--- src/sv/murmur3_32_stream_hash_assert.svh ---
// assertion macros for the murmur3 stream hash block
// expects clk and rst_n in the scope of every use
`ifndef MURMUR3_32_STREAM_HASH_ASSERT_SVH
`define MURMUR3_32_STREAM_HASH_ASSERT_SVH
`ifndef SYNTHESIS
// same-cycle implication
`define MM3_ASSERT_IMP(lbl, ante, cons, msg) \
    lbl: assert property (@(posedge clk) disable iff (!rst_n) (ante) |-> (cons)) \
        else $error(msg);
// next-cycle implication
`define MM3_ASSERT_NXT(lbl, ante, cons, msg) \
    lbl: assert property (@(posedge clk) disable iff (!rst_n) (ante) |=> (cons)) \
        else $error(msg);
`else
`define MM3_ASSERT_IMP(lbl, ante, cons, msg)
`define MM3_ASSERT_NXT(lbl, ante, cons, msg)
`endif
`endif

--- src/sv/mm3_pkg.sv ---
// shared types, constants and helper functions for the murmur3 stream hash
// no dependencies
package mm3_pkg;

    localparam int unsigned WORD_W = 32;

    typedef logic [WORD_W-1:0] word_t;

    localparam word_t MM_C1 = 32'hCC9E_2D51;
    localparam word_t MM_C2 = 32'h1B87_3593;
    localparam word_t MM_N  = 32'hE654_6B64;
    localparam word_t MM_F1 = 32'h85EB_CA6B;
    localparam word_t MM_F2 = 32'hC2B2_AE35;

    localparam logic [2:0] FULL_COUNT = 3'd4;

    // sequencer states, one-hot
    typedef enum logic [6:0] {
        ST_IDLE = 7'b0000001,
        ST_K1   = 7'b0000010,
        ST_K2   = 7'b0000100,
        ST_K3   = 7'b0001000,
        ST_F1   = 7'b0010000,
        ST_F2   = 7'b0100000,
        ST_F3   = 7'b1000000
    } state_t;

    function automatic word_t rotl15(input word_t v);
        return {v[16:0], v[31:17]};
    endfunction

    function automatic word_t rotl13(input word_t v);
        return {v[18:0], v[31:19]};
    endfunction

    // keep only the low valid bytes of a word
    function automatic word_t byte_mask(input logic [2:0] cnt);
        word_t m;
        case (cnt)
            3'd0:    m = 32'h0000_0000;
            3'd1:    m = 32'h0000_00FF;
            3'd2:    m = 32'h0000_FFFF;
            3'd3:    m = 32'h00FF_FFFF;
            default: m = 32'hFFFF_FFFF;
        endcase
        return m;
    endfunction

endpackage

--- src/sv/murmur3_32_stream_hash.sv ---
// top level of the murmur3 x86_32 stream hash: sequencer, hash state, output register
// depends on mm3_pkg, mm3_mul and murmur3_32_stream_hash_assert.svh
//
// channel   dir  fields (lowest bit up)                      handshake
// s_*       in   tdata: data_word[31:0], byte_count[34:32]   tvalid/tready
//                tlast: last
// m_*       out  tdata: hash[31:0]                           tvalid/tready
// cfg_*     in   cfg_wdata: seed                             cfg_we, no wait
//
// a full word is accepted in idle and then runs three steps, K1, K2 and K3:
// the first two use one registered 32x32 multiplier (c1, then c2), the
// third mixes the product into the running hash
// a last item adds finalization steps F1, F2, F3, the first two of which use
// the same multiplier (f1, f2); a zero-count item that is not last stays in idle
// the final step waits while the output register still holds an untaken hash;
// one finished hash may wait on the master side while the next message runs
// reset clears the sequencer, the running length, the start flag and the output valid, and sets the seed to all ones
`include "murmur3_32_stream_hash_assert.svh"

module murmur3_32_stream_hash
    import mm3_pkg::*;
(
    input  logic        clk,
    input  logic        rst_n,
    // slave side
    input  logic        s_tvalid,
    output logic        s_tready,
    input  logic [39:0] s_tdata,   // data_word[31:0], byte_count[34:32], zero pad
    input  logic        s_tlast,   // last
    // master side
    output logic        m_tvalid,
    input  logic        m_tready,
    output logic [31:0] m_tdata,   // hash[31:0]
    // seed register
    input  logic        cfg_we,
    input  logic [31:0] cfg_wdata
);

    state_t     state_reg, state_next;
    word_t      seed_reg;
    word_t      h_reg, h_next;         // running hash
    word_t      len_reg, len_next;     // running byte length, mod 2^32
    logic       started_reg, started_next;
    word_t      k_reg, k_next;         // masked input word
    logic       full_reg, full_next;   // word had four bytes
    logic       last_reg, last_next;
    word_t      hash_reg, hash_next;
    logic       out_valid_reg, out_valid_next;

    // shared multiplier
    logic       mul_en;
    word_t      mul_a, mul_b, mul_p;

    // input unpacking
    word_t      in_word;
    logic [2:0] in_cnt_raw, in_cnt;
    logic       in_accept;

    word_t      h_base;
    word_t      h_mixed;
    word_t      h_rot;
    word_t      fin_pre;
    word_t      fin_mid;
    word_t      fin_out;
    logic       out_free;

    assign in_word    = s_tdata[31:0];
    assign in_cnt_raw = s_tdata[34:32];
    // counts above four are treated as four
    assign in_cnt     = (in_cnt_raw > FULL_COUNT) ? FULL_COUNT : in_cnt_raw;

    assign s_tready  = (state_reg == ST_IDLE);
    assign in_accept = s_tvalid && s_tready;

    assign m_tvalid = out_valid_reg;
    assign m_tdata  = hash_reg;

    // output register can take a new hash this cycle
    assign out_free = !out_valid_reg || m_tready;

    // first item of a message starts from the seed
    assign h_base = started_reg ? h_reg : seed_reg;

    // block mix: xor the scrambled word, full words also rotate, multiply by 5 and add n
    assign h_rot   = rotl13(h_reg ^ mul_p);
    assign h_mixed = full_reg ? ((h_rot << 2) + h_rot + MM_N) : (h_reg ^ mul_p);

    // finalization pieces around the two multiplies
    assign fin_pre = (h_reg ^ len_reg) ^ ((h_reg ^ len_reg) >> 16);
    assign fin_mid = mul_p ^ (mul_p >> 13);
    assign fin_out = mul_p ^ (mul_p >> 16);

    // multiplier operand select
    always_comb
    begin
        mul_en = 1'b0;
        mul_a  = k_reg;
        mul_b  = MM_C1;
        case (state_reg)
            ST_K1:
            begin
                mul_en = 1'b1;
                mul_a  = k_reg;
                mul_b  = MM_C1;
            end
            ST_K2:
            begin
                mul_en = 1'b1;
                mul_a  = rotl15(mul_p);
                mul_b  = MM_C2;
            end
            ST_F1:
            begin
                mul_en = 1'b1;
                mul_a  = fin_pre;
                mul_b  = MM_F1;
            end
            ST_F2:
            begin
                mul_en = 1'b1;
                mul_a  = fin_mid;
                mul_b  = MM_F2;
            end
            default:
            begin
                mul_en = 1'b0;
            end
        endcase
    end

    mm3_mul u_mul (
        .clk  (clk),
        .en   (mul_en),
        .a    (mul_a),
        .b    (mul_b),
        .prod (mul_p)
    );

    // sequencer and hash state
    always_comb
    begin
        state_next     = state_reg;
        h_next         = h_reg;
        len_next       = len_reg;
        started_next   = started_reg;
        k_next         = k_reg;
        full_next      = full_reg;
        last_next      = last_reg;
        hash_next      = hash_reg;
        out_valid_next = out_valid_reg && !m_tready;

        case (state_reg)
            ST_IDLE:
            begin
                if (in_accept)
                begin
                    h_next       = h_base;
                    started_next = 1'b1;
                    len_next     = len_reg + {29'd0, in_cnt};
                    k_next       = in_word & byte_mask(in_cnt);
                    full_next    = (in_cnt == FULL_COUNT);
                    last_next    = s_tlast;
                    if (in_cnt != 3'd0)
                    begin
                        state_next = ST_K1;
                    end
                    else if (s_tlast)
                    begin
                        state_next = ST_F1;
                    end
                end
            end
            ST_K1:
            begin
                state_next = ST_K2;
            end
            ST_K2:
            begin
                state_next = ST_K3;
            end
            ST_K3:
            begin
                h_next     = h_mixed;
                state_next = last_reg ? ST_F1 : ST_IDLE;
            end
            ST_F1:
            begin
                state_next = ST_F2;
            end
            ST_F2:
            begin
                state_next = ST_F3;
            end
            ST_F3:
            begin
                // hold until the previous hash has left
                if (out_free)
                begin
                    hash_next      = fin_out;
                    out_valid_next = 1'b1;
                    len_next       = '0;
                    started_next   = 1'b0;
                    state_next     = ST_IDLE;
                end
            end
            default:
            begin
                state_next = ST_IDLE;
            end
        endcase
    end

    always_ff @(posedge clk or negedge rst_n)
    begin
        if (!rst_n)
        begin
            state_reg     <= ST_IDLE;
            len_reg       <= '0;
            started_reg   <= 1'b0;
            out_valid_reg <= 1'b0;
            seed_reg      <= 32'hFFFF_FFFF;
        end
        else
        begin
            state_reg     <= state_next;
            len_reg       <= len_next;
            started_reg   <= started_next;
            out_valid_reg <= out_valid_next;
            if (cfg_we)
            begin
                seed_reg <= cfg_wdata;
            end
        end
    end

    // payload registers
    always_ff @(posedge clk)
    begin
        h_reg    <= h_next;
        k_reg    <= k_next;
        full_reg <= full_next;
        last_reg <= last_next;
        hash_reg <= hash_next;
    end

    // a new hash only appears out of the final step
    `MM3_ASSERT_IMP(a_hash_from_final, $rose(m_tvalid), $past(state_reg == ST_F3), "hash without final step")
    // finishing a message clears length and start flag
    `MM3_ASSERT_IMP(a_state_cleared, $rose(m_tvalid), (len_reg == '0) && !started_reg, "message state not cleared")
    // a last transaction always leads into finalization
    `MM3_ASSERT_NXT(a_last_busy, s_tvalid && s_tready && s_tlast, !s_tready, "last transaction did not finalize")

endmodule

--- src/sv/mm3_mul.sv ---
// shared 32x32 multiplier, low half of the product, registered output
// depends on mm3_pkg
module mm3_mul
    import mm3_pkg::*;
(
    input  logic  clk,
    input  logic  en,
    input  word_t a,
    input  word_t b,
    output word_t prod
);

    word_t prod_reg;
    word_t prod_next;

    assign prod_next = a * b;

    // payload only, holds while not enabled
    always_ff @(posedge clk)
    begin
        if (en)
        begin
            prod_reg <= prod_next;
        end
    end

    assign prod = prod_reg;

endmodule
--- config.mk ---
export PLATFORM = sky130hd
export DESIGN_NAME = murmur3_32_stream_hash
export DESIGN_NICKNAME = d
export VERILOG_FILES = /design/src/sv/mm3_pkg.sv /design/src/sv/murmur3_32_stream_hash.sv /design/src/sv/mm3_mul.sv
export VERILOG_INCLUDE_DIRS = /design/src /design/src/sv
export SDC_FILE = /design/constraint.sdc
export NUM_CORES = 2
export LEC_CHECK = 0
export ABC_CLOCK_PERIOD_IN_PS = 10300
export BUFFER_PORTS_ARGS = -buffer_cell sky130_fd_sc_hd__buf_4
export CORE_MARGIN = 8
export CORE_UTILIZATION = 41
export CTS_BUF_LIST = sky130_fd_sc_hd__clkbuf_8
export DETAILED_ROUTE_END_ITERATION = 10
export MAX_ROUTING_LAYER = met4
export SYNTH_ARGS = -nofsm -noshare
export SYNTH_HDL_FRONTEND = slang
export SYNTH_HIERARCHICAL = 1
export SYNTH_SLANG_ARGS = --single-unit
--- constraint.sdc ---
create_clock -name clk -period 10.3 [get_ports clk]
set_clock_uncertainty 0.05 [all_clocks]
set_input_delay 0 -clock clk [delete_from_list [all_inputs] [get_ports clk]]
set_output_delay 0 -clock clk [all_outputs]
set_load 0.02 [all_outputs]
==> out/summary.txt <==
CP max FO -> 15
DR vias -> 21.3k
TritonCTS Buffers -> 35
Unique masters post-synth -> 85
Fmax -> 0.106 GHz
synthesized area -> 27800 um2
Detail Route Antenna Nets -> 0
mean number of vias per cell -> 5.36
Yosys top cell area share -> 0.295
Hold WC Path Type -> input pin to flop
maximum clock path buffer count -> 3
Slowest cell on crit path -> nor4b_4
core area -> 67200 um2
initial core utilization -> 0.414
Layout Cells excl Fill -> 3976
gpl congestion -> 0.961
top cells by area, synth -> fa_1 30%, edfxtp_1 14%, and2_1 8.6%
Avg Inst Size Synth -> 9.68 um2
Final period util -> 0.917
Skew-Pair Late Insertion Delay -> 560 ps
# H-tree levels -> 2
Slew HR -> 0.190
CTS tree -> built
placed cell area -> 29700 um2
status -> complete, no violations
setup ws final -> 856 ps
internal reg-to-reg setup slack -> 860 ps
root buffer cell -> clkbuf_8
number of remaining DRC errors -> 0
pre-CTS WS -> 939 ps
Startpoint Class -> flop
clock-pin transition on the worst setup and hold timing paths -> 70 ps
EDFF count, synth -> 130
Crit Reg-Reg Endpoint -> u_mul/prod[31]$_DFFE_PP_
Final setup violation count -> 0
MaxCap Viol Count -> 0
async set-or-reset flop fraction in the synthesized netlist -> 0.360
Mapped Cells -> 2870
placed instance count -> 3783
commonest non-fill, non-tap cells in the layout -> 412 x inv_1, 410 x fa_1, 383 x and2_1, 301 x nand2_1, 171 x ha_1
RSZ-0062 raised after global routing -> false
initial antenna violation count -> 2
Bufs and invs on worst path -> 7
I/O pins -> 112
Slew Viols, Final -> 0
Layout area overhead -> 13.9%
Design Area, Final -> 31700 um2
pin count of the biggest net entering global routing -> 70
launching point of the worst reg2reg path -> state_reg[1]$_DFFE_PN0P_
die height -> 276 um
CP Capture Point -> u_mul/prod[31]$_DFFE_PP_
grt ovf -> 0
GRT Total Usage -> 0.227
Nets -> 3736
number of global-route vias before repair -> 22.5k
Crit Path Category -> flop to flop
FP Rows -> 95
CP Data Required Time -> 10530 ps
die area -> 76400 um2
first-pass GRT wire length -> 133 mm
drt total wl -> 84.9 mm
Period minus WS final -> 9440 ps
worst r2r path cells -> 29
Slew @ Worst Pin -> 1210 ps
CP top delay family -> adder cells
ys flop type -> edfxtp_1
Hold Vio Cnt, Final -> 0
Yosys warnings -> 6
Worst setup startpoint -> state_reg[1]$_DFFE_PN0P_
Setup crit end kind -> flop
Levels on crit path -> 29
commonest non-fill, non-tap cell in the layout -> inv_1
die width -> 276 um
Critical Path AT -> 9680 ps
Largest stage delay, worst path -> 870 ps
first-pass detailed-route iteration total -> 11
drt initial violations -> 1773
sequential area share after synthesis -> 0.208
largest area contributor in the netlist -> fa_1
clock sinks -> 203
IO buf count -> 106
layout cells sized above 1 -> 0.101
flops & latches, synth -> 203
Setup TNS -> 0 ps
DP Wirelength -> 65.3 mm
WL per Instance -> 21.4 um
Most Frequent Cell on Critical Path -> fa_1
-- synthesized netlist by cell type, drive strengths merged (14+ instances only) --
master  number
buf         22
a21oi       94
nand4       16
o211ai      20
xor2       106
a222oi      14
a21o        19
mux2        32
a22oi       22
ha         171
and2       383
fa         410
xnor2      136
dfstp       33
edfxtp     130
o21ai      109
nor2        66
nand2      301
inv        402
clkbuf     130
a31oi       19
nor3        23
and3        14
nand3       25
nor2b       30
dfrtp       40
-- worst min path at each step --
stage | from | end | depth (start not counted)
finish | s_tdata[33] | k_reg[17]$_DFFE_PP_ | 3
global route | s_tdata[33] | k_reg[17]$_DFFE_PP_ | 3
CTS | s_tdata[33] | k_reg[17]$_DFFE_PP_ | 3
detailed placement | rst_n | m_tvalid$_DFF_PN0_ | 1
global placement | rst_n | m_tvalid$_DFF_PN0_ | 1
floorplan | rst_n | len_reg[0]$_DFFE_PN0P_ | 0
-- worst min-delay path, cell delays in order --
cell	delay [ps]
buf_4	110
a21oi_1	170
nor2b_1	190
-- layer usage --
metal | global-route usage | up-vias | wire length, um
met5 | - | - | 0
met4 | 0.0515 | 0 | 2120
met1 | 0.310 | 10800 | 37200
met3 | 0.0282 | 138 | 5790
li1 | - | 9531 | -
met2 | 0.363 | 851 | 39800
-- timing repair --
action                                 in CTS  in global routing
hold buffers                              130                  0
gates resized for setup                     0                  0
endpoints found under the hold margin     113                  0
setup buffers                               0                  0
-- metrics by stage --
stage,utilization,hold slack [ps]
global route,0.471,53.9
floorplan,-,-346
detailed placement,0.442,-244
CTS,0.471,16.6
global placement,0.442,-248
finish,0.471,23.5
-- area by class of cell --
type | count | area (um2)
fillers | 6252 | 35500
multi-input cells | 2134 | 20000
flip-flops and latches | 203 | 5770
repair buffers | 301 | 2610
inverters | 402 | 1510
well taps | 873 | 1090
clock buffers | 36 | 495
clock inverters | 26 | 166
diodes | 1 | 2.50
-- cells by family after synthesis --
kind of cell,synth area share
AOI/OAI and AO/OA,0.0838
xor gates and xnor gates,0.0774
adders and majority gates,0.372
buffers and inverters,0.0760
DFF,0.208
muxes,0.0133
other,0.000270
and+or+nand+nor,0.169
Power is not shown: default switching activity piles up to over one toggle a cycle in this logic, so the estimate is an artifact.
